`src/rtl/vssl_pkg.sv`:
```
// Shared types, codes and helpers for the valve servo slew limiter.
package vssl_pkg;

  localparam int POS_W   = 14;
  localparam int PULSE_W = 12;
  localparam int MS_W    = 10;
  localparam int REQ_W   = 15;

  typedef logic [POS_W-1:0]   pos_t;
  typedef logic [PULSE_W-1:0] pulse_t;
  typedef logic [MS_W-1:0]    ms_t;

  typedef enum logic [2:0] {
    OP_START         = 3'd0,
    OP_CTRL_TARGET   = 3'd1,
    OP_MANUAL_TARGET = 3'd2,
    OP_SET_OVERRIDE  = 3'd3,
    OP_REAPPLY       = 3'd4,
    OP_TICK          = 3'd5
  } vssl_op_t;

  localparam logic [2:0] REG_MIN_PERCENT     = 3'd0;
  localparam logic [2:0] REG_MAX_PERCENT     = 3'd1;
  localparam logic [2:0] REG_CLOSED_PULSE_US = 3'd2;
  localparam logic [2:0] REG_OPEN_PULSE_US   = 3'd3;
  localparam logic [2:0] REG_UPDATE_INTERVAL = 3'd4;
  localparam logic [2:0] REG_MAX_STEP        = 3'd5;

  localparam ms_t    MS_SAT    = '1;
  localparam pulse_t PULSE_SAT = '1;

  typedef struct packed {
    pos_t   min_percent;
    pos_t   max_percent;
    pulse_t closed_pulse_us;
    pulse_t open_pulse_us;
    ms_t    update_interval_ms;
    pos_t   max_step;
  } vssl_cfg_t;

  // Position update handed from the state stage to the pulse pipeline
  typedef struct packed {
    logic emit;
    pos_t cur;
    logic ovr;
    pos_t plim;
  } vssl_upd_t;

  // Finished result beat
  typedef struct packed {
    logic   pulse_valid;
    pulse_t pulse_us;
    pos_t   current_percent;
    logic   override_active;
  } vssl_res_t;

  // Limit to lo first, then to hi, so hi wins when the limits cross
  function automatic pos_t limit_pos(pos_t p, pos_t lo, pos_t hi);
    pos_t r;
    r = (p < lo) ? lo : p;
    r = (r > hi) ? hi : r;
    return r;
  endfunction

endpackage

```
`src/rtl/valve_servo_slew_limiter_top.sv`:
```
// Top level of the valve servo slew limiter: register port, input stage and result channel.
//
// The block keeps a valve target and a current position in hundredths of a
// percent and moves the position towards the limited target by at most
// max_step on every update_interval_ms-th millisecond tick beat. Each input
// beat carries an operation in in_tuser (start, controller target, manual
// target, set override, reapply limits, tick) and yields exactly one result
// beat with the position, the override flag and, when a new pulse applies,
// the servo pulse width in out_tdata with out_tuser set. Rate: one beat per
// clock in both directions while out_tready is high; all state updates for a
// beat happen in the single state stage, so beats follow one another with no
// gap. A result passes the input register, state stage, pulse numerator,
// reciprocal estimate and result register; every stage holds its own valid bit, so
// the input keeps accepting while a result waits on out_tready until all five stages
// are full. Configuration is to be written through the APB port only while the
// stream is idle; the block does not enforce this. Reads return the register value.
module valve_servo_slew_limiter_top #(
  parameter int POSITION_SCALE = 10000
) (
  input  logic        clk,
  input  logic        rst_n,
  // stream input
  input  logic        in_tvalid,
  output logic        in_tready,
  input  logic [15:0] in_tdata,   // [14:0] target_percent, [15] override_request
  input  logic [2:0]  in_tuser,   // [2:0] operation
  // stream output
  output logic        out_tvalid,
  input  logic        out_tready,
  output logic [31:0] out_tdata,  // [11:0] pulse_us, [25:12] current_percent,
                                  // [26] override_active, rest zero
  output logic [0:0]  out_tuser,  // [0] pulse_valid
  // register port
  input  logic        cfg_psel,
  input  logic        cfg_penable,
  input  logic        cfg_pwrite,
  input  logic [4:0]  cfg_paddr,
  input  logic [31:0] cfg_pwdata,
  output logic [31:0] cfg_prdata,
  output logic        cfg_pready
);
  import vssl_pkg::*;

  vssl_cfg_t cfg_r;
  logic      wr_en;
  logic [2:0] reg_idx;

  // input register
  logic                    s0_vld_r;
  vssl_op_t                s0_op_r;
  logic signed [REQ_W-1:0] s0_tgt_r;
  logic                    s0_ovr_r;
  logic                    s0_rdy;

  logic      core_rdy;
  logic      upd_vld;
  vssl_upd_t upd;
  logic      pulse_rdy;
  logic      res_vld;
  vssl_res_t res;

  // Register port: single wait-free access
  assign cfg_pready = 1'b1;
  assign reg_idx    = cfg_paddr[4:2];
  assign wr_en      = cfg_psel & cfg_penable & cfg_pwrite & cfg_pready;

  always_ff @(posedge clk) begin
    if (!rst_n) begin
      cfg_r.min_percent        <= POS_W'(0);
      cfg_r.max_percent        <= POS_W'(10000);
      cfg_r.closed_pulse_us    <= PULSE_W'(1000);
      cfg_r.open_pulse_us      <= PULSE_W'(2000);
      cfg_r.update_interval_ms <= MS_W'(20);
      cfg_r.max_step           <= POS_W'(200);
    end else if (wr_en) begin
      case (reg_idx)
        REG_MIN_PERCENT:     cfg_r.min_percent        <= cfg_pwdata[POS_W-1:0];
        REG_MAX_PERCENT:     cfg_r.max_percent        <= cfg_pwdata[POS_W-1:0];
        REG_CLOSED_PULSE_US: cfg_r.closed_pulse_us    <= cfg_pwdata[PULSE_W-1:0];
        REG_OPEN_PULSE_US:   cfg_r.open_pulse_us      <= cfg_pwdata[PULSE_W-1:0];
        REG_UPDATE_INTERVAL: cfg_r.update_interval_ms <= cfg_pwdata[MS_W-1:0];
        REG_MAX_STEP:        cfg_r.max_step           <= cfg_pwdata[POS_W-1:0];
        default: begin
        end
      endcase
    end
  end

  // Read back: unused addresses return zero
  always_comb begin
    case (reg_idx)
      REG_MIN_PERCENT:     cfg_prdata = 32'(cfg_r.min_percent);
      REG_MAX_PERCENT:     cfg_prdata = 32'(cfg_r.max_percent);
      REG_CLOSED_PULSE_US: cfg_prdata = 32'(cfg_r.closed_pulse_us);
      REG_OPEN_PULSE_US:   cfg_prdata = 32'(cfg_r.open_pulse_us);
      REG_UPDATE_INTERVAL: cfg_prdata = 32'(cfg_r.update_interval_ms);
      REG_MAX_STEP:        cfg_prdata = 32'(cfg_r.max_step);
      default:             cfg_prdata = '0;
    endcase
  end

  // Input register: take a beat whenever it is empty or being drained
  assign s0_rdy    = ~s0_vld_r | core_rdy;
  assign in_tready = s0_rdy;

  always_ff @(posedge clk) begin
    if (!rst_n) begin
      s0_vld_r <= 1'b0;
    end else if (s0_rdy) begin
      s0_vld_r <= in_tvalid;
    end
  end

  always_ff @(posedge clk) begin
    if (s0_rdy && in_tvalid) begin
      s0_op_r  <= vssl_op_t'(in_tuser);
      s0_tgt_r <= $signed(in_tdata[REQ_W-1:0]);
      s0_ovr_r <= in_tdata[REQ_W];
    end
  end

  vssl_core #(
    .POSITION_SCALE (POSITION_SCALE)
  ) u_core (
    .clk     (clk),
    .rst_n   (rst_n),
    .cfg     (cfg_r),
    .in_vld  (s0_vld_r),
    .in_op   (s0_op_r),
    .in_tgt  (s0_tgt_r),
    .in_ovr  (s0_ovr_r),
    .in_rdy  (core_rdy),
    .upd_vld (upd_vld),
    .upd     (upd),
    .upd_rdy (pulse_rdy)
  );

  vssl_pulse #(
    .POSITION_SCALE (POSITION_SCALE)
  ) u_pulse (
    .clk     (clk),
    .rst_n   (rst_n),
    .cfg     (cfg_r),
    .in_vld  (upd_vld),
    .in_upd  (upd),
    .in_rdy  (pulse_rdy),
    .out_vld (res_vld),
    .out_res (res),
    .out_rdy (out_tready)
  );

  // Pack the result beat
  assign out_tvalid   = res_vld;
  assign out_tuser[0] = res.pulse_valid;
  assign out_tdata    = {5'd0, res.override_active, res.current_percent, res.pulse_us};

endmodule

```
`src/rtl/vssl_core.sv`:
```
// State stage: target, position, millisecond counter and flags, one update per beat.
module vssl_core #(
  parameter int POSITION_SCALE = 10000
) (
  input  logic                    clk,
  input  logic                    rst_n,
  input  vssl_pkg::vssl_cfg_t     cfg,
  input  logic                    in_vld,
  input  vssl_pkg::vssl_op_t      in_op,
  input  logic signed [14:0]      in_tgt,
  input  logic                    in_ovr,
  output logic                    in_rdy,
  output logic                    upd_vld,
  output vssl_pkg::vssl_upd_t     upd,
  input  logic                    upd_rdy
);
  import vssl_pkg::*;

  localparam logic signed [REQ_W-1:0] SCALE_S = REQ_W'(POSITION_SCALE);
  localparam pos_t                    SCALE_P = POS_W'(POSITION_SCALE);

  pos_t tgt_r, tgt_nxt;
  pos_t cur_r, cur_nxt;
  ms_t  ms_r, ms_nxt;
  logic ovr_r, ovr_nxt;
  logic started_r, started_nxt;
  logic emit;

  logic      upd_vld_r;
  vssl_upd_t upd_r;

  pos_t req_clamp;
  ms_t  ms_inc;
  pos_t goal;
  pos_t diff;
  pos_t step;
  logic adv;

  assign in_rdy = ~upd_vld_r | upd_rdy;
  assign adv    = in_vld & in_rdy;

  always_comb begin
    if (in_tgt < 0) begin
      req_clamp = '0;
    end else if (in_tgt > SCALE_S) begin
      req_clamp = SCALE_P;
    end else begin
      req_clamp = in_tgt[POS_W-1:0];
    end
  end

  always_comb begin
    tgt_nxt     = tgt_r;
    cur_nxt     = cur_r;
    ms_nxt      = ms_r;
    ovr_nxt     = ovr_r;
    started_nxt = started_r;
    emit        = 1'b0;
    ms_inc      = (ms_r < MS_SAT) ? ms_r + 1'b1 : ms_r;
    goal        = limit_pos(tgt_r, cfg.min_percent, cfg.max_percent);
    diff        = (goal > cur_r) ? goal - cur_r : cur_r - goal;
    step        = (diff > cfg.max_step) ? cfg.max_step : diff;
    case (in_op)
      OP_START: begin
        ms_nxt = '0;
        if (!ovr_r) begin
          tgt_nxt = cfg.min_percent;
        end
        cur_nxt     = cfg.min_percent;
        started_nxt = 1'b1;
        emit        = 1'b1;
      end
      OP_CTRL_TARGET: begin
        if (!ovr_r) begin
          tgt_nxt = req_clamp;
        end
      end
      OP_MANUAL_TARGET: begin
        tgt_nxt = req_clamp;
      end
      OP_SET_OVERRIDE: begin
        ovr_nxt = in_ovr;
      end
      OP_REAPPLY: begin
        cur_nxt = limit_pos(cur_r, cfg.min_percent, cfg.max_percent);
        emit    = started_r;
      end
      OP_TICK: begin
        ms_nxt = ms_inc;
        if (ms_inc >= cfg.update_interval_ms) begin
          ms_nxt = '0;
          if (goal != cur_r) begin
            cur_nxt = (goal > cur_r) ? cur_r + step : cur_r - step;
            emit    = started_r;
          end
        end
      end
      default: begin
      end
    endcase
  end

  always_ff @(posedge clk) begin
    if (!rst_n) begin
      tgt_r     <= '0;
      cur_r     <= '0;
      ms_r      <= '0;
      ovr_r     <= 1'b0;
      started_r <= 1'b0;
      upd_vld_r <= 1'b0;
    end else begin
      if (adv) begin
        tgt_r     <= tgt_nxt;
        cur_r     <= cur_nxt;
        ms_r      <= ms_nxt;
        ovr_r     <= ovr_nxt;
        started_r <= started_nxt;
      end
      if (in_rdy) begin
        upd_vld_r <= in_vld;
      end
    end
  end

  always_ff @(posedge clk) begin
    if (adv) begin
      upd_r.emit <= emit;
      upd_r.cur  <= cur_nxt;
      upd_r.ovr  <= ovr_nxt;
      upd_r.plim <= limit_pos(cur_nxt, cfg.min_percent, cfg.max_percent);
    end
  end

  assign upd_vld = upd_vld_r;
  assign upd     = upd_r;

endmodule

```
`src/rtl/vssl_pulse.sv`:
```
// Pulse width pipeline: interpolate, divide by the scale through a reciprocal, correct.
module vssl_pulse #(
  parameter int POSITION_SCALE = 10000
) (
  input  logic                    clk,
  input  logic                    rst_n,
  input  vssl_pkg::vssl_cfg_t     cfg,
  input  logic                    in_vld,
  input  vssl_pkg::vssl_upd_t     in_upd,
  output logic                    in_rdy,
  output logic                    out_vld,
  output vssl_pkg::vssl_res_t     out_res,
  input  logic                    out_rdy
);
  import vssl_pkg::*;

  localparam int SCALE_W = $clog2(POSITION_SCALE + 1);
  localparam int PROD_W  = (SCALE_W + 13 > 28) ? SCALE_W + 13 : 28;
  localparam int NUM_W   = PROD_W + 1;
  // Below saturation the numerator stays under 4096*scale < 2**NN_W
  localparam int NN_W    = SCALE_W + PULSE_W;
  localparam longint unsigned RECIP = (64'd1 << NN_W) / POSITION_SCALE;
  localparam int RCP_W   = $clog2(RECIP + 1);
  localparam logic [NUM_W-1:0] SCALE_N = NUM_W'(POSITION_SCALE);
  localparam logic [NN_W-1:0]  SCALE_Q = NN_W'(POSITION_SCALE);
  localparam logic signed [NUM_W-1:0] SAT_LIM = NUM_W'(POSITION_SCALE) << PULSE_W;

  // stage 2: numerator
  logic                    s2_vld_r;
  logic signed [NUM_W-1:0] s2_num_r;
  logic                    s2_emit_r;
  pos_t                    s2_cur_r;
  logic                    s2_ovr_r;
  // stage 3: first quotient estimate
  logic                    s3_vld_r;
  logic [NN_W-1:0]         s3_nn_r;
  pulse_t                  s3_q0_r;
  logic                    s3_neg_r;
  logic                    s3_sat_r;
  logic                    s3_emit_r;
  pos_t                    s3_cur_r;
  logic                    s3_ovr_r;
  // stage 4: result register
  logic                    s4_vld_r;
  vssl_res_t               s4_res_r;

  logic s2_rdy, s3_rdy, s4_rdy;

  logic signed [12:0]       span;
  logic signed [REQ_W-1:0]  p_s;
  logic [NUM_W-1:0]         base;
  logic signed [NUM_W-1:0]  swing;
  logic signed [NUM_W-1:0]  num;
  logic [NN_W+RCP_W-1:0]    est;
  logic [NN_W-1:0]          qs;
  logic [NN_W-1:0]          rem;
  pulse_t                   q;
  pulse_t                   pulse;

  assign s4_rdy = ~s4_vld_r | out_rdy;
  assign s3_rdy = ~s3_vld_r | s4_rdy;
  assign s2_rdy = ~s2_vld_r | s3_rdy;
  assign in_rdy = s2_rdy;

  always_comb begin
    span  = $signed({1'b0, cfg.open_pulse_us}) - $signed({1'b0, cfg.closed_pulse_us});
    p_s   = $signed({1'b0, in_upd.plim});
    base  = NUM_W'(cfg.closed_pulse_us) * SCALE_N;
    swing = NUM_W'(span) * NUM_W'(p_s);
    num   = $signed(base) + swing;
  end

  always_comb begin
    est = NN_W'(s2_num_r) * RCP_W'(RECIP);
  end

  always_comb begin
    qs    = NN_W'(s3_q0_r) * SCALE_Q;
    rem   = s3_nn_r - qs;
    q     = (rem >= SCALE_Q) ? s3_q0_r + 1'b1 : s3_q0_r;
    if (!s3_emit_r || s3_neg_r) begin
      pulse = '0;
    end else if (s3_sat_r) begin
      pulse = PULSE_SAT;
    end else begin
      pulse = q;
    end
  end

  always_ff @(posedge clk) begin
    if (!rst_n) begin
      s2_vld_r <= 1'b0;
      s3_vld_r <= 1'b0;
      s4_vld_r <= 1'b0;
    end else begin
      if (s2_rdy) begin
        s2_vld_r <= in_vld;
      end
      if (s3_rdy) begin
        s3_vld_r <= s2_vld_r;
      end
      if (s4_rdy) begin
        s4_vld_r <= s3_vld_r;
      end
    end
  end

  always_ff @(posedge clk) begin
    if (s2_rdy && in_vld) begin
      s2_num_r  <= num;
      s2_emit_r <= in_upd.emit;
      s2_cur_r  <= in_upd.cur;
      s2_ovr_r  <= in_upd.ovr;
    end
    if (s3_rdy && s2_vld_r) begin
      s3_nn_r   <= s2_num_r[NN_W-1:0];
      s3_q0_r   <= PULSE_W'(est >> NN_W);
      s3_neg_r  <= s2_num_r < 0;
      s3_sat_r  <= s2_num_r >= SAT_LIM;
      s3_emit_r <= s2_emit_r;
      s3_cur_r  <= s2_cur_r;
      s3_ovr_r  <= s2_ovr_r;
    end
    if (s4_rdy && s3_vld_r) begin
      s4_res_r.pulse_valid     <= s3_emit_r;
      s4_res_r.pulse_us        <= pulse;
      s4_res_r.current_percent <= s3_cur_r;
      s4_res_r.override_active <= s3_ovr_r;
    end
  end

  assign out_vld = s4_vld_r;
  assign out_res = s4_res_r;

endmodule
```
`config.mk`:
```
export PLATFORM = sky130hd
export DESIGN_NAME = valve_servo_slew_limiter_top
export DESIGN_NICKNAME = d
export VERILOG_FILES = /design/src/rtl/vssl_pkg.sv /design/src/rtl/valve_servo_slew_limiter_top.sv /design/src/rtl/vssl_core.sv /design/src/rtl/vssl_pulse.sv
export SDC_FILE = /design/constraint.sdc
export NUM_CORES = 2
export LEC_CHECK = 0
export BUFFER_PORTS_ARGS = -buffer_cell sky130_fd_sc_hd__buf_2
export CAP_MARGIN = 25
export CORE_MARGIN = 2
export CORE_UTILIZATION = 60
export CTS_BUF_LIST = sky130_fd_sc_hd__clkbuf_4 sky130_fd_sc_hd__clkbuf_8
export DETAILED_ROUTE_END_ITERATION = 7
export PLACE_DENSITY = 0.8
export SYNTH_ARGS = -nofsm -noshare
export SYNTH_HDL_FRONTEND = slang
export SYNTH_SLANG_ARGS = --single-unit
```
`constraint.sdc`:
```
create_clock -name clk -period 36.9 [get_ports clk]
set_input_delay 7.38 -clock clk [delete_from_list [all_inputs] [get_ports clk]]
set_output_delay 7.38 -clock clk [all_outputs]
set_load 0.005 [all_outputs]
```
==> impl_metrics.tcl <==
set metrics [dict create \
    clock_skew_ps 39.3 \
    ys_seq_area_frac 0.217 \
    fin_nets 4796 \
    synthTopCellsByCount "inv_1 (639), ha_1 (551), nand2_1 (374), fa_1 (292), edfxtp_1 (174)" \
    synth.most_common_cell "inv_1" \
    min_path_type "flip-flop to flip-flop" \
    hold_viol_final 0 \
    cp_slowest_stage_delay_ps 1040 \
    vias 27500 \
    avgSynthCellArea_sq_um 9.22 \
    ctsResizeCount 0 \
    drt-pass1-iter-count 6 \
    fmax_mhz 50.9 \
    cts-root-buf "clkbuf_8" \
    wl_per_cell_um 18.9 \
    min_period_ps 19630 \
    pin_count 131 \
    ant_nets 0 \
    die_w_um 246 \
    holdBufCountCts 0 \
    worst_pin_slew_ps 1200 \
    grt_pass1_wl_um 143000 \
    design_area_sq_um 37500 \
    finalNonFillerCells 4694 \
    routed_wl_um 88700 \
    cts.sinks 295 \
    port_buffers 86 \
    place_hpwl_um 71900 \
    finalCritPeriodShare 0.532 \
    status "finished, final reports clean" \
    fill_cells 4718 \
    worstPathMaxFanout 30 \
    die-area_sq_um 60700 \
    async_flop_share 0 \
    cts_tree "done" \
    synth-edff-count 174 \
    initial_core_util 0.609 \
    fin_hold_ws_ps 396 \
    yosys.area.top_type "ha_1" \
    maxSlewViolCount 0 \
    core_area_sq_um 57900 \
    place_inst 4603 \
    remaining_drc_errors 0 \
    cts.reportedPaths.clkPinSlew_ps 60 \
    die_height_um 246 \
    cpMaxStageDelayCell "nor4_1" \
    worstSkewPairLatency_ps 640 \
    grt_max_degree 72 \
    overflow 0 \
    rows 88 \
    synth-seq-cells 295 \
    crit_required_ps 37260 \
    clockBufferDepth 3 \
    multi_input_area_sq_um 24700 \
    grt.total_usage 0.298 \
    setup_violations 0 \
    syn-cell-area_sq_um 35300 \
    fin_setup_tns_ps 0 \
    syn_inst 3826 \
    vias_per_cell 5.85 \
    dpl_cell_area_sq_um 36500 \
    critPathArrivalTime_ps 19990 \
    r2r_slack_ps 17270 \
    crit_path_end_kind "flip-flop" \
    cts_buffers 48 \
    place_congestion 0.984 \
    grt_antenna_before_repair 3 \
    cts_max_level 2 \
    max-cap-violations 0 \
    yosysWarnings 0 \
    seq_area_sq_um 7650 \
    ys_top_cells_by_area "ha_1 (20%), fa_1 (17%), edfxtp_1 (15%), dfxtp_1 (6.9%), inv_1 (6.8%)" \
    drt_iter0_markers 2081 \
    synth_top_area_frac 0.195 \
    synthToLayoutAreaGrowth_pct 6.44 \
    grt_pass1_vias 27600 \
    criticalPathCategory "flip-flop to flip-flop" \
    postCtsSetupRepairBufs 0 \
    relSlewSlack 0.194 \
    ys_types 86 \
    drive_gt1_frac 0.0777 \
    synthFlopType "edfxtp_1" \
    rsz0062_at_grt "no" \
    cp_common_cell "o21a_1" \
    critPathLaunchType "flip-flop" \
]
==> placed cells by master (no fill, tap or decap), drive strengths merged, types with 14 or more instances in the layout <==
cell type  instances
a211oi            14
a21boi            76
a21o              62
a21oi            147
a22oi             19
a31oi             25
and2              56
and3              16
buf              129
clkbuf            69
clkinv            14
conb              24
dfxtp            121
edfxtp           174
fa               292
ha               551
inv              640
mux2              58
mux2i             81
nand2            374
nand2b            49
nand3             61
nand4             35
nor2             172
nor2b             63
nor3              40
nor3b             18
o211a             16
o211ai            34
o21a              44
o21ai            131
o21bai            16
o221ai            18
or3               21
xnor2             91
xor2              42
==> routing by layer <==
layer | GRT usage | up-vias | part of all wire
met5 | 0 | - | 0.000079
met4 | 0.114 | 2 | 0.044
met3 | 0.0390 | 231 | 0.070
met2 | 0.508 | 1003 | 0.47
met1 | 0.386 | 13200 | 0.41
li1 | - | 13000 | -
==> area by class of cell <==
class,count,share of cell area
multi-input combinational,2775,0.659
sequential,295,0.204
inverter,640,0.0640
tap,765,0.0255
clock buffer,68,0.0228
timing repair buffer,130,0.0211
clock inverter,19,0.00427
antenna,2,0.000133
==> worst max-delay path: cells and delay by family (launching register included) <==
kind / cells / cell delay (ps)
xor gates and xnor gates: 2 / 280
buffers and inverters: 5 / 1090
and+or+nand+nor: 14 / 3000
AOI/OAI and AO/OA: 48 / 9410
adders and majority gates: 8 / 2820
DFF: 1 / 530
muxes: 7 / 2220
==> final timing paths <==
kind                                         to                            from  cells after the start
setup / recovery        u_core.upd[9]$_DFFE_PP_          cfg_r[63]$_SDFFE_PN0P_                     84
hold / removal    u_pulse.out_res[14]$_DFFE_PP_  u_pulse.s3_cur_r[13]$_DFFE_PP_                      0
setup reg to reg        u_core.upd[9]$_DFFE_PP_          cfg_r[63]$_SDFFE_PN0P_                     84
hold reg to reg   u_pulse.out_res[14]$_DFFE_PP_  u_pulse.s3_cur_r[13]$_DFFE_PP_                      0
==> cells by family after synthesis <==
family | synth area share
simple gates | 0.129
fa+ha+maj | 0.361
buf+inv | 0.0859
compound gates | 0.130
flops | 0.217
mux | 0.0429
xor+xnor | 0.0332
other cells | 0.000213
==> registers in the layout, summed over array words and instances, names as in the netlist, 15 cells and up <==
register          cells
s0_tgt_r             15
u_pulse.out_res      28
cfg_r                76
u_core.upd           30
u_pulse.s3_nn_r      22
u_pulse.s2_num_r     29
==> per-stage QoR <==
| step | utilization | setup WS, ps |
|---|---|---|
| 6_report | 0.648 | 17270 |
| 5_1_grt | 0.648 | 16360 |
| 4_1_cts | 0.648 | 17680 |
| 3_5_place_dp | 0.630 | 17710 |
| 3_3_place_gp | 0.629 | 17940 |
| 2_1_floorplan | - | 19830 |
Power is not shown: default switching activity piles up to over one toggle a cycle in this logic, so the estimate is an artifact.
